==> src/rtl/sgb_pkg.sv <==
// package for the scanline gap bridge: register codes, record type and the
// shared run counter update used on rows and columns
// no dependencies
`timescale 1ns / 1ps
`default_nettype none
package sgb_pkg;

   localparam int DEF_MAX_COLS    = 4096;
   localparam int DEF_MAX_ROWS    = 4096;
   localparam int DEF_QUEUE_DEPTH = 4;

   localparam int PIXEL_W = 16;
   localparam int LIMIT_W = 8;
   localparam int SIZE_W  = 13;
   localparam int POS_W   = 12;
   localparam int CSR_IDX_W = 2;

   localparam logic [CSR_IDX_W-1:0] CSR_GAP_LIMIT  = 2'd0;
   localparam logic [CSR_IDX_W-1:0] CSR_IMAGE_COLS = 2'd1;
   localparam logic [CSR_IDX_W-1:0] CSR_IMAGE_ROWS = 2'd2;

   localparam logic DIR_ROW = 1'b0;
   localparam logic DIR_COL = 1'b1;

   // both events caused by one pixel
   typedef struct packed {
      logic               r_hit;
      logic [POS_W-1:0]   r_row;
      logic [POS_W-1:0]   r_col;
      logic [LIMIT_W-1:0] r_len;
      logic               c_hit;
      logic [POS_W-1:0]   c_row;
      logic [POS_W-1:0]   c_col;
      logic [LIMIT_W-1:0] c_len;
   } rec_type;

   typedef struct packed {
      logic [LIMIT_W-1:0] infl;
      logic               saw;
      logic               cand;
      logic [LIMIT_W-1:0] len;
   } track_type;

   // counter update; len is the unclipped gap length when cand is set
   function automatic track_type track_step(input logic [LIMIT_W-1:0] infl,
                                            input logic saw,
                                            input logic nonzero,
                                            input logic [LIMIT_W-1:0] limit);
      track_type t;
      t.cand = 1'b0;
      t.len  = limit - infl;
      if (!nonzero) begin
         t.saw  = 1'b1;
         t.infl = (infl != '0) ? infl - 1'b1 : infl;
      end else begin
         t.cand = (infl != '0) && saw && (infl < limit);
         t.infl = limit;
         t.saw  = 1'b0;
      end
      return t;
   endfunction

endpackage
`default_nettype wire

==> src/rtl/sgb_back.sv <==
// back end: splits each queued record into its row and column events
// depends on sgb_pkg
`timescale 1ns / 1ps
`default_nettype none
module sgb_back import sgb_pkg::*; (
   input  wire logic                clock,
   input  wire logic                reset,
   input  wire logic                q_empty,
   input  wire rec_type             q_head,
   output      logic                q_pop,
   output      logic                rsp_empty,
   input  wire logic                rsp_pop,
   output      logic                rsp_direction,
   output      logic [POS_W-1:0]    rsp_gap_row,
   output      logic [POS_W-1:0]    rsp_gap_col,
   output      logic [LIMIT_W-1:0]  rsp_gap_length,
   output      logic                rsp_last
);

   logic half_ff;
   logic sel_row, xfer;

   assign sel_row   = q_head.r_hit && !half_ff;
   assign rsp_empty = q_empty;
   assign xfer      = rsp_pop && !q_empty;

   always_comb begin
      if (sel_row) begin
         rsp_direction  = DIR_ROW;
         rsp_gap_row    = q_head.r_row;
         rsp_gap_col    = q_head.r_col;
         rsp_gap_length = q_head.r_len;
         rsp_last       = !q_head.c_hit;
      end else begin
         rsp_direction  = DIR_COL;
         rsp_gap_row    = q_head.c_row;
         rsp_gap_col    = q_head.c_col;
         rsp_gap_length = q_head.c_len;
         rsp_last       = 1'b1;
      end
      q_pop = xfer && !(sel_row && q_head.c_hit);
   end

   // set between the two events of one record
   always_ff @(posedge clock) begin
      if (reset)
         half_ff <= 1'b0;
      else if (xfer)
         half_ff <= sel_row && q_head.c_hit;
   end

endmodule
`default_nettype wire

==> config.mk <==
export PLATFORM = sky130hd
export DESIGN_NAME = sgb_back
export DESIGN_NICKNAME = d
export VERILOG_FILES = /design/src/rtl/sgb_pkg.sv /design/src/rtl/sgb_back.sv
export SDC_FILE = /design/constraint.sdc
export NUM_CORES = 1
export LEC_CHECK = 0
export ABC_AREA = 1
export BUFFER_PORTS_ARGS = -buffer_cell sky130_fd_sc_hd__buf_2
export CAP_MARGIN = 20
export CELL_PAD_IN_SITES_DETAIL_PLACEMENT = 1
export CELL_PAD_IN_SITES_GLOBAL_PLACEMENT = 2
export CORE_MARGIN = 2
export CORE_UTILIZATION = 10
export CTS_BUF_LIST = sky130_fd_sc_hd__clkbuf_4
export DETAILED_ROUTE_END_ITERATION = 16
export PLACE_DENSITY = 0.95
export SYNTH_ARGS = -nofsm -noshare
export SYNTH_HDL_FRONTEND = slang
export SYNTH_SLANG_ARGS = --single-unit
export TNS_END_PERCENT = 20
==> constraint.sdc <==
create_clock -name clock -period 0.95 [get_ports clock]
set_input_delay 0.0475 -clock clock [delete_from_list [all_inputs] [get_ports clock]]
set_output_delay 0.0475 -clock clock [all_outputs]
set_load 0.05 [all_outputs]
==> impl_metrics.yaml <==
worst_setup_path:
  startpoint_type: "register"
  critical-path-slowest-cell: "dfxtp_2"
  crit_type: "register to output port"
  r2r-end: "half_ff"
  slowest_delay_ps: 310
  rrSetupSlack_ps: 70
  crit_buf_inv: 3
  arrival_ps: 950
  worstRegToRegCells: 6
  crit_path_end_kind: "output port"
  crit_family: "buffers and inverters"
  required_ps: 900
  r2r_start: "half_ff"
  cp.depth: 6
  endpoint: "rsp_gap_col[7]"
  startpoint: "half_ff"
  path_cells: "inv_6 > nand2_4 > buf_12 > nand2_1 > nand2_2 > buf_8"
  cp_max_fo: 16
sta:
  fin_tns_setup_ps: -555
  skew_ps: 0
  hold_viol: 0
  worst_slack_ps: -46.6
  hold_ws_ps: 304
  worst_pin_slew_ps: 248
  fmax_mhz: 1000
  fin_crit_sh: 1.05
  layout_min_cycle_time_ps: 997
  rsz0062_at_grt: "yes"
  setup_viol: 32
  maxSlewViolCount: 0
  relSlewSlack: 0.836
place:
  portBuffers: 105
  globalplace.congestion: 0.656
  dp.final_hpwl_um: 2580
finish:
  largest_register_ffs: 1
  top_register: "half_ff"
  antenna_cells: 0
  nets: 294
  layout_common_cells: "70 x buf_2, 31 x nand2_2, 31 x nand3_1"
  final_common_cell: "buf_2"
  largestRegisters: "half_ff (1)"
  syn_to_final_growth_pct: 197
  layout-drive-gt1-share: 0.716
floorplanning:
  ios: 106
  die_w_um: 79.5
  rows: 27
  coreArea_um2: 5510
  start_util: 0.104
  die_y_um: 79.5
  die-area_um2: 6330
global_route:
  grt_pass1_wl_um: 5440
  grt_pass1_vias: 1285
  grt_use_total: 0.104
  grt_antenna_before_repair: 0
  overflow: 0
  grt_max_degree: 19
synth:
  synthesis.area_um2: 571
  synthCells: 121
  avgSynthCellArea_um2: 4.72
  syn-num-nets: 191
  ys_seq_elements: 1
  synth.distinct_cells: 11
  yosysWarnings: 0
  synth-seq-area-share: 0.0351
drt:
  ant_nets: 0
  drtPass1Iterations: 3
  wl_um: 3630
  wl_per_cell_um: 12.4
  drc: 0
  dr_total_vias: 1208
  viasPerCell: 4.11
  first_iter_violations: 18
hold_path:
  hold_start: "reset"
  hp-class: "primary input to register"
clock_tree:
  hold_buffers: 0
  clk_latency_ps: 0
  path_clk_slew_ps: 0
  cts_setup_buffers: 0
pwr:
  leakage_uw: 0.000935
  power-per-cell-area_nw_per_um2: 922
  ir_drop_uv: 329
status:
  status: "finished, violations left"
  violations: "setup timing"
flow_run:
  cap_violations: 0
## area by class of cell
cell class	instances	area, um^2
Sequential cell	1	21.3
Timing Repair Buffer	112	955
Inverter	5	26.3
Fill cell	684	3810
Multi-Input combinational cell	104	604
Tap cell	72	90.1
## repair_timing
item,4_1_cts,5_1_grt
gates cloned,1,0
setup endpoints to repair,33,34
endpoints found under the hold margin,0,0
resized for setup,83,21
## cell usage after synthesis, drive strengths merged
cell / number / area share
nand2: 69 / 0.47
nand3: 33 / 0.29
buf: 11 / 0.16
inv: 5 / 0.033
nor2: 2 / 0.018
dfxtp: 1 / 0.035
## worst min-delay path by stage
stage	end	slack [ps]	depth (start not counted)
after floorplan	half_ff	210	3
after global placement	half_ff	320	4
after detailed placement	half_ff	320	4
after CTS	half_ff	310	4
after global routing	half_ff	330	4
final	half_ff	300	4
## cells by family after synthesis
group                  count (synthesis)  share of synthesized area
buffers and inverters                 16                      0.191
DFF                                    1                     0.0351
and+or+nand+nor                      104                      0.774
## per-stage QoR
step	power (uW)	cell area, um^2	cells	utilization	worst slack (ps)
4_1_cts	1490	1620	294	0.294	-33.0
3_3_place_gp	1230	1340	293	0.244	-106
5_1_grt	1650	1700	294	0.308	-110
2_1_floorplan	898	712	121	-	-25.2
6_report	1560	1700	294	0.308	-46.6
3_5_place_dp	1240	1340	293	0.244	-123
## routing by layer
metal / share of wire / global-route usage / vias to the layer above
met2: 0.55 / 0.221 / 73
li1: - / - / 583
met3: 0.094 / 0.0181 / 2
met4: 0.011 / 0.00345 / 0
met1: 0.34 / 0.108 / 550
met5: 0 / 0 / -
## power breakdown
group          switching (uW)  internal [uW]
clock                       0              0
combinational             898            616
sequential               3.02           46.2
## worst min-delay path, cell delays in order
cell	delay [ps]
buf_2	80
inv_1	30
nand2_1	60
nor2_2	40
No activity file was read; power rests on OpenSTA's default activity.
