**src/rtl/sgb_pkg.sv**
```systemverilog
// package for the scanline gap bridge: register codes, record type and the
// shared run counter update used on rows and columns
// no dependencies
`timescale 1ns / 1ps
`default_nettype none
package sgb_pkg;

   localparam int DEF_MAX_COLS    = 4096;
   localparam int DEF_MAX_ROWS    = 4096;
   localparam int DEF_QUEUE_DEPTH = 4;

   localparam int PIXEL_W = 16;
   localparam int LIMIT_W = 8;
   localparam int SIZE_W  = 13;
   localparam int POS_W   = 12;
   localparam int CSR_IDX_W = 2;

   localparam logic [CSR_IDX_W-1:0] CSR_GAP_LIMIT  = 2'd0;
   localparam logic [CSR_IDX_W-1:0] CSR_IMAGE_COLS = 2'd1;
   localparam logic [CSR_IDX_W-1:0] CSR_IMAGE_ROWS = 2'd2;

   localparam logic DIR_ROW = 1'b0;
   localparam logic DIR_COL = 1'b1;

   // both events caused by one pixel
   typedef struct packed {
      logic               r_hit;
      logic [POS_W-1:0]   r_row;
      logic [POS_W-1:0]   r_col;
      logic [LIMIT_W-1:0] r_len;
      logic               c_hit;
      logic [POS_W-1:0]   c_row;
      logic [POS_W-1:0]   c_col;
      logic [LIMIT_W-1:0] c_len;
   } rec_type;

   typedef struct packed {
      logic [LIMIT_W-1:0] infl;
      logic               saw;
      logic               cand;
      logic [LIMIT_W-1:0] len;
   } track_type;

   // counter update; len is the unclipped gap length when cand is set
   function automatic track_type track_step(input logic [LIMIT_W-1:0] infl,
                                            input logic saw,
                                            input logic nonzero,
                                            input logic [LIMIT_W-1:0] limit);
      track_type t;
      t.cand = 1'b0;
      t.len  = limit - infl;
      if (!nonzero) begin
         t.saw  = 1'b1;
         t.infl = (infl != '0) ? infl - 1'b1 : infl;
      end else begin
         t.cand = (infl != '0) && saw && (infl < limit);
         t.infl = limit;
         t.saw  = 1'b0;
      end
      return t;
   endfunction

endpackage
`default_nettype wire

```
**src/rtl/sgb_queue.sv**
```systemverilog
// short record queue between the gap detector and the event output
// depends on sgb_pkg
`timescale 1ns / 1ps
`default_nettype none
module sgb_queue import sgb_pkg::*; #(
   parameter int DEPTH = DEF_QUEUE_DEPTH
) (
   input  wire logic    clock,
   input  wire logic    reset,
   input  wire logic    wr_en,
   input  wire rec_type wr_data,
   output      logic    q_full,
   output      logic    q_empty,
   input  wire logic    rd_en,
   output      rec_type rd_data
);

   localparam int PW = (DEPTH > 1) ? $clog2(DEPTH) : 1;
   localparam int NW = $clog2(DEPTH + 1);

   rec_type        store [DEPTH];
   logic [PW-1:0]  wr_ptr_ff, rd_ptr_ff;
   logic [NW-1:0]  count_ff;
   logic           do_wr, do_rd;

   assign q_full  = (count_ff == NW'(DEPTH));
   assign q_empty = (count_ff == '0);
   assign do_wr   = wr_en && !q_full;
   assign do_rd   = rd_en && !q_empty;
   assign rd_data = store[rd_ptr_ff];

   always_ff @(posedge clock) begin
      if (do_wr)
         store[wr_ptr_ff] <= wr_data;
   end

   always_ff @(posedge clock) begin
      if (reset) begin
         wr_ptr_ff <= '0;
         rd_ptr_ff <= '0;
         count_ff  <= '0;
      end else begin
         if (do_wr)
            wr_ptr_ff <= (wr_ptr_ff == PW'(DEPTH - 1)) ? '0 : wr_ptr_ff + 1'b1;
         if (do_rd)
            rd_ptr_ff <= (rd_ptr_ff == PW'(DEPTH - 1)) ? '0 : rd_ptr_ff + 1'b1;
         if (do_wr && !do_rd)
            count_ff <= count_ff + 1'b1;
         else if (do_rd && !do_wr)
            count_ff <= count_ff - 1'b1;
      end
   end

endmodule
`default_nettype wire

```
**config.mk**
```make
export PLATFORM = sky130hd
export DESIGN_NAME = sgb_queue
export DESIGN_NICKNAME = d
export VERILOG_FILES = /design/src/rtl/sgb_pkg.sv /design/src/rtl/sgb_queue.sv
export SDC_FILE = /design/constraint.sdc
export NUM_CORES = 1
export LEC_CHECK = 0
export BUFFER_PORTS_ARGS = -buffer_cell sky130_fd_sc_hd__clkbuf_2
export CAP_MARGIN = 20
export CORE_MARGIN = 2
export CORE_UTILIZATION = 57
export DETAILED_ROUTE_END_ITERATION = 10
export PLACE_DENSITY = 0.83
export SLEW_MARGIN = 20
export SYNTH_ARGS = -nofsm -noshare
export SYNTH_HDL_FRONTEND = slang
export SYNTH_SLANG_ARGS = --single-unit
```
**constraint.sdc**
```tcl
create_clock -name clock -period 3.3 [get_ports clock]
set_input_delay 0.165 -clock clock [delete_from_list [all_inputs] [get_ports clock]]
set_output_delay 0.165 -clock clock [all_outputs]
set_load 0.01 [all_outputs]
```
==> run summary, run 1 <==
The run finished with clean final reports. After synthesis, the cell types taking the most area are sky130_fd_sc_hd__edfxtp_1, sky130_fd_sc_hd__mux4_2, sky130_fd_sc_hd__dfxtp_1. For the pin with the worst max-slew slack, the measured transition is 0.993 ns. The switching power summed over all nets was 2280 uW; the number of port buffers was 137. The wire-length estimate of the detail-placed layout is 10.5 mm. Net switching fraction of the power: 0.247.

The clock share of power is 0.325. The largest area contributor in the netlist was sky130_fd_sc_hd__edfxtp_1. The logs give 4 for the number of iterations in the first detailed-routing pass and 0.581 for the initial core utilization. The highest metal layer carrying signal wires in the routed design is met4. 138 I/O pins were placed. The Yosys warning count came out at 0. Placeable core region: 17200 sq um. The number of remaining DRC errors is 0. The final cycle utilization of the critical path is 0.730, and the synthesized instance count is 394. A synthesized cell averages 25.4 sq um. The final RePlAce weighted congestion is 0.763. Summed over all layers, the routed wires come to 18.5 mm. The worst setup path is launched from a register. TritonCTS built the clock tree. In this run the deepest clock path goes through 3 buffers. The run gives 0 as the max-slew violation count. In the final routed layout, each cell accounts on average for 21.5 um. The post-synth net total was 471; the sequential area share after synthesis was 0.809. Based on the critical path, the design can be clocked at up to 0.415 GHz.

The final critical-path required period is 2.41 ns, and the initial antenna violation count is 0. In this run, synthesis produced a sequential element count of 273. The starting DRC count in detailed routing was 375. The net count of the finished layout is 693.

The proportion of power drawn by flip-flops and latches was 0.475; the number of inserted filler cells in the final layout was 981. The detailed router put a total of 7.32 mm of wire on met1. At the worst endpoint, the required time is 3.74 ns. For the worst-case headroom to the max-slew limit, the log shows 0.338.

Max-capacitance violation count: 0. The tools report the cell area after technology mapping as 10000 sq um. After floorplanning, the core was divided into 48 placement rows. Final total negative setup slack: 0 ns. In this run the worst hold path is classified as in -> reg.

Buffer cell driving the clock tree root: sky130_fd_sc_hd__clkbuf_16. For this design, the sink count on the clock tree is 273. The area growth from synthesis to layout is 25.3%. Arrival time of data at the critical path endpoint: 2.84 ns. The die covers 18700 sq um. For the final hold slack, the log shows 0.0262 ns. The final antenna-violating net count came out at 0. The count of different cell masters after synthesis was 26; the power per cell area was 736 nW/um^2. Cell internal power was estimated by the tool at 6960 uW. The H-tree depth reported by CTS was 1; the met3 wire length was 1.40 mm.

Maximum number of pins on one net before global-route repair: 67. The endpoint kind of the worst setup timing path is a register. The logic gate share of total power is 0.200. The run gives 0.728 as the share of the core filled with cells.

The maximum fanout encountered on the critical timing path came out at 7. The first global-routing pass estimated 28.1 mm of wire. The critical path is of the reg -> reg type. The hold violation total from the final report is 0, and the highest ir drop seen on vdd is 0.470 mV. In this run the horizontal extent of the chip is 137 um. The logs give 4791 for the total via count in the routed design and 0.00927 ns for the worst setup skew after layout. For the global route total overflow, the log shows 0.

Summed over all nets, wire length on met2 after detailed routing comes to 9.43 mm. After clock tree synthesis, the clock-pin slew on the worst setup and hold paths is 0.06 ns. The worst reg2reg path depth is 9, and the leakage power is 0.00433 uW. The top cell type's share of synthesized area works out to 0.791. The antenna diode instance count is 0, and the final setup violation count is 0. The ratio of routed vias to standard cells is 5.58, and the total routing resource utilization after global routing is 0.203. The share of layout cells above drive strength 1 came out at 0.412. Counting instances, the worst hold path has a depth of 3. The floorplan die height is 137 um. For the worst-skew pair, the clock arrives at the later sink with an insertion delay of 0.51 ns.

Via count of the first global-routing pass: 5154. Setup repair after global routing left no endpoint under its margin. Clock buffer count from CTS: 26.
==> worst paths after layout <==
check,endpoint,slack (ns),startpoint
max,count_ff[2],0.89,count_ff[0]
min,wr_ptr_ff[1],0.03,wr_en
max reg2reg,count_ff[2],0.89,count_ff[0]
min reg2reg,register,0.50,rd_ptr_ff[0]
==> routing by layer <==
| layer | global-route usage | vias up |
|---|---|---|
| met3 | 0.0489 | 26 |
| met2 | 0.348 | 188 |
| met1 | 0.265 | 2449 |
| met4 | 0.0532 | 0 |
| met5 | 0 | - |
| li1 | - | 2128 |
==> metrics by stage <==
step	cell area [sq um]	power (uW)	worst slack, ns	cells
finish	12600	9250	0.891	858
global route	12600	9610	0.746	858
CTS	12600	9330	0.807	858
detailed placement	11000	6260	0.926	746
global placement	11000	6190	1.09	746
floorplan	10000	5590	0.588	394
==> cell usage in the layout (no fill, tap or decap), drive strengths merged <==
cell type	instances
dlygate4sd3	67
o31ai	2
or3	2
clkinv	8
clkinvlp	1
nor3	2
buf	6
nand2	1
mux2i	2
o21ai	2
inv	3
and3	4
dfxtp	9
ha	6
clkbuf	170
or3b	1
nor2	4
bufinv	5
fa	1
nand3	2
mux4	66
xor2	2
edfxtp	264
a21oi	3
==> synth_stat cells <==
library cell               count
sky130_fd_sc_hd__nand2_1       1
sky130_fd_sc_hd__fa_1          1
sky130_fd_sc_hd__or3b_1        1
sky130_fd_sc_hd__dfxtp_1       9
sky130_fd_sc_hd__xor2_1        2
sky130_fd_sc_hd__buf_4         2
sky130_fd_sc_hd__nor2_2        1
sky130_fd_sc_hd__nor3_1        2
sky130_fd_sc_hd__a21oi_1       3
sky130_fd_sc_hd__nor2_1        3
sky130_fd_sc_hd__and3_1        4
sky130_fd_sc_hd__edfxtp_1    264
sky130_fd_sc_hd__mux4_2       66
sky130_fd_sc_hd__buf_2         5
sky130_fd_sc_hd__or3_1         2
sky130_fd_sc_hd__o21ai_0       1
sky130_fd_sc_hd__mux2i_1       2
sky130_fd_sc_hd__ha_1          6
sky130_fd_sc_hd__inv_1         3
sky130_fd_sc_hd__nand3_1       2
sky130_fd_sc_hd__o31ai_2       2
sky130_fd_sc_hd__buf_6         6
sky130_fd_sc_hd__clkinv_4      1
sky130_fd_sc_hd__bufinv_8      1
sky130_fd_sc_hd__clkbuf_1      3
sky130_fd_sc_hd__o21ai_1       1
==> sequential cells by signal, summed over array words and instances, names as in the netlist, named ones only <==
| register | count |
|---|---|
| rd_ptr_ff | 2 |
| store | 264 |
| wr_ptr_ff | 2 |
| count_ff | 3 |
==> worst max-delay path, stage by stage, from the launching register on <==
cell	delay (ns)
sky130_fd_sc_hd__dfxtp_1	0.45
sky130_fd_sc_hd__or3b_1	0.35
sky130_fd_sc_hd__clkinv_4	0.10
sky130_fd_sc_hd__nor2_2	0.13
sky130_fd_sc_hd__ha_1	0.22
sky130_fd_sc_hd__inv_1	0.07
sky130_fd_sc_hd__fa_1	0.37
sky130_fd_sc_hd__xor2_1	0.18
sky130_fd_sc_hd__or3_1	0.31
sky130_fd_sc_hd__a21oi_1	0.15
==> cells by family after synthesis <==
kind of cell / count (synthesis) / share of synthesized area
adders and majority gates: 7 / 0.00949
and+or+nand+nor: 16 / 0.00874
xor gates and xnor gates: 2 / 0.00175
AOI/OAI and AO/OA: 7 / 0.00499
muxes: 68 / 0.150
DFF: 273 / 0.809
buffers and inverters: 21 / 0.0156
==> power groups by stage <==
stage               Combinational [uW]  Sequential, uW  Clock, uW
floorplan                         1240            4350          0
global placement                  1760            4430          0
detailed placement                1800            4470          0
CTS                               1880            4400       3050
global route                      2010            4430       3170
finish                            1850            4390       3010
==> area by class of cell <==
cell class / count / area, sq um / area share
inverter: 5 / 37.5 / 0.00299
timing repair buffer: 210 / 1460 / 0.117
sequential: 273 / 8120 / 0.646
clock buffer: 33 / 718 / 0.0572
clock inverter: 12 / 163 / 0.0130
tap: 225 / 282 / 0.0224
multi-input combinational: 100 / 1780 / 0.142
==> what timing repair did <==
item,in CTS,in global routing
setup buffers,0,0
endpoints found under the hold margin,273,0
hold buffers,67,0
gates resized for setup,0,0
endpoints found under the setup margin,0,0
Power figures use the tool's default switching activity.
==> run 2: changes to the inputs <==
- clock period: 3.3 -> 2.5 ns (I/O delays scaled with it)
==> run 2 against run 1 <==
- count of clock-buffer cells in the layout is the same
- global-route usage shrank 0.84 points
- critical path depth is the same
- non-clock buffer count grew 11
- clock skew grew 0.013 ns
- clock power grew 29%
- die area is the same
==> run summary, run 2 (synthesis gave the netlist of run 1 again) <==
The first global-routing pass estimated 27.6 mm of wire. In the final timing run, aggregate negative setup slack is 0 ns. The ratio of routed vias to standard cells is 5.52.

The core region is 17200 sq um. The global route total overflow is 0, and the storage element area is 8120 sq um. Setup repair after global routing left no endpoint under its margin. For the placement row count, the log shows 48.

TritonCTS built the clock tree. The hold violation total from the final report is 0, and the maximum fanout encountered on the critical timing path is 7. Dividing the detail-routed wire length by the instance count gives 20.4 um. The tightest min-delay check is of the in -> reg type. Relative to the synthesized area, the layout overhead comes to 26.8%.

138 I/O pins were placed. The number of setup buffers added after CTS is 0. Across the run, the number of max-cap violations was 0.

Final antenna-violating net count: 0. The tools report the initial core utilization as 0.581. The highest ir drop seen on vdd is 0.818 mV, and the clock latency of the later-clocked register in the worst-skew pair is 0.52 ns. The logs give 2.72 ns for the arrival time of data at the critical path endpoint and 0 for the number of remaining DRC errors. The via count of the first global-routing pass was 5207; the share of layout cells above drive strength 1 was 0.417. The starting DRC count in detailed routing is 268, and the total routing resource utilization after global routing is 0.195. The completed layout was analyzed and its total power is 12200 uW. The total wirelength of the detailed-routed design was 17.8 mm; the floorplan die height was 137 um. The leakage power is 0.00439 uW. The floorplan step set the die width to 137 um. The max-slew violation count is 0.

The maximum clock path buffer count came out at 3. Across all layers, the routed design uses 4826 vias. The run gives 0.142 ns as the pre-CTS worst setup slack. After the last flow step, the layout net total stands at 705.

Measured in cells, the most critical reg-to-reg path has a length of 9. Leaving out fill and tap cells, the most frequent cell in the layout is sky130_fd_sc_hd__edfxtp_1. In the layout the commonest cells are sky130_fd_sc_hd__edfxtp_1, sky130_fd_sc_hd__clkbuf_2, sky130_fd_sc_hd__dlygate4sd3_1, sky130_fd_sc_hd__mux4_2, sky130_fd_sc_hd__clkbuf_16. Clock-pin slew was measured on the worst setup and hold paths at 0.06 ns. STA classifies the critical path endpoint as a register. Buffers inserted during clock tree synthesis total 27. The worst setup path is launched from a register.

For this run, the detailed router's first-pass iteration total came to 4. The congestion estimate from routability-driven global placement came to 0.750. The startpoint identified for the worst hold timing path is wr_data[16]. The run gives 0.23 ns as the register-to-register setup slack.

The tools report the overall die area as 18700 sq um. Register ranked first by flip-flop count: store. The logs give 1 for the initial antenna violation count and 34 for the maximum number of pins on one net before global-route repair.

The worst hold path passes through 2 cells. Summing all multi-input logic gate instances after layout gives 1780 sq um. In this run the critical register-to-register path is captured at count_ff[2].

The tools report the final setup violation count as 0. Power spread over the standard cell area amounts to 957 nW/um^2. For the clock sink total, the log shows 273. The capture endpoint of the worst hold path was store[0][16]. For the worst setup path, the data required time is 2.95 ns. The slew at the pin closest to its max-slew limit was 0.367 ns.

The largest registers in the layout are store (264), count_ff (3). H-tree depth reported by CTS: 1. Final cycle utilization of the critical path: 0.909. The final critical-path required period came out at 2.27 ns. Excluding fillers, the count of instances in the completed layout stands at 874. Port buffering added 137 buffers. The root buffer cell chosen for the clock tree is sky130_fd_sc_hd__clkbuf_16.

The worst register-to-register path begins at count_ff[0]. The register with the most flip-flops in the layout has 264 of them. The flow ran to the end, and the final reports show no timing, DRC or antenna violations. The number of instances in the placed design was 754. The layout has 976 filler cells. Once routing completed, OpenROAD measured the worst setup slack at 0.229 ns. The share of the core filled with cells was 0.737. In this run the worst setup path begins at count_ff[0].

The placed wire-length estimate was 10.8 mm. Across the routed clock network, the largest skew measured is 0.0220 ns. The start-to-end type of the worst setup path is reg -> reg.

The maximum achievable frequency was 0.440 GHz. The worst-case headroom to the max-slew limit was 0.754.
==> run 2: metrics by stage <==
| step | cell area (sq um) | hold WS (ns) |
|---|---|---|
| 6_report | 12700 | 0.363 |
| 5_1_grt | 12700 | 0.362 |
| 3_5_place_dp | 11100 | 0.345 |
| 4_1_cts | 12700 | 0.336 |
| 2_1_floorplan | 10000 | 0.224 |
| 3_3_place_gp | 11100 | 0.337 |
==> run 2: layout make-up <==
type / instances / area share
inverter: 5 / 0.00295
sequential: 273 / 0.638
clock inverter: 16 / 0.0132
antenna: 1 / 0.000197
multi-input combinational: 100 / 0.140
timing repair buffer: 221 / 0.128
clock buffer: 33 / 0.0549
tap: 225 / 0.0221
==> run 2: repair_timing <==
action | 4_1_cts | 5_1_grt
gates resized for setup | 0 | 1
hold endpoints to repair | 273 | 0
hold buffers | 70 | 0
endpoints found under the setup margin | 0 | 1
==> run 2: critical path, stage by stage (launching register included) <==
cell and delay [ns]:
sky130_fd_sc_hd__dfxtp_1 0.45, sky130_fd_sc_hd__or3b_4 0.24, sky130_fd_sc_hd__clkinv_4 0.07, sky130_fd_sc_hd__nor2_2 0.13
sky130_fd_sc_hd__ha_1 0.21, sky130_fd_sc_hd__inv_1 0.06, sky130_fd_sc_hd__fa_1 0.37, sky130_fd_sc_hd__xor2_1 0.17
sky130_fd_sc_hd__or3_1 0.32, sky130_fd_sc_hd__a21oi_1 0.17
==> run 2: routing by layer <==
| metal | track usage | vias up | routed length [um] |
|---|---|---|---|
| met3 | 0.0374 | 26 | 1020 |
| met4 | 0.0446 | 0 | 266 |
| met1 | 0.259 | 2494 | 7330 |
| met5 | 0 | - | 0 |
| met2 | 0.338 | 148 | 9210 |
| li1 | - | 2158 | - |
==> run 2: how the worst max path moves through the flow <==
stage	end	slack (ns)	cells after the start
after floorplan	count_ff[2]	0.41	10
after global placement	count_ff[2]	0.28	9
after detailed placement	count_ff[2]	0.14	9
after CTS	count_ff[2]	0.11	9
after global routing	count_ff[2]	0.07	9
final	count_ff[2]	0.23	9
==> run 2: where the power goes <==
group	internal (uW)	leakage [uW]	switching (uW)
Clock	2300	0.000424	1580
Combinational	1300	0.00148	1260
Sequential	5530	0.00249	189
Total	9130	0.00439	3030
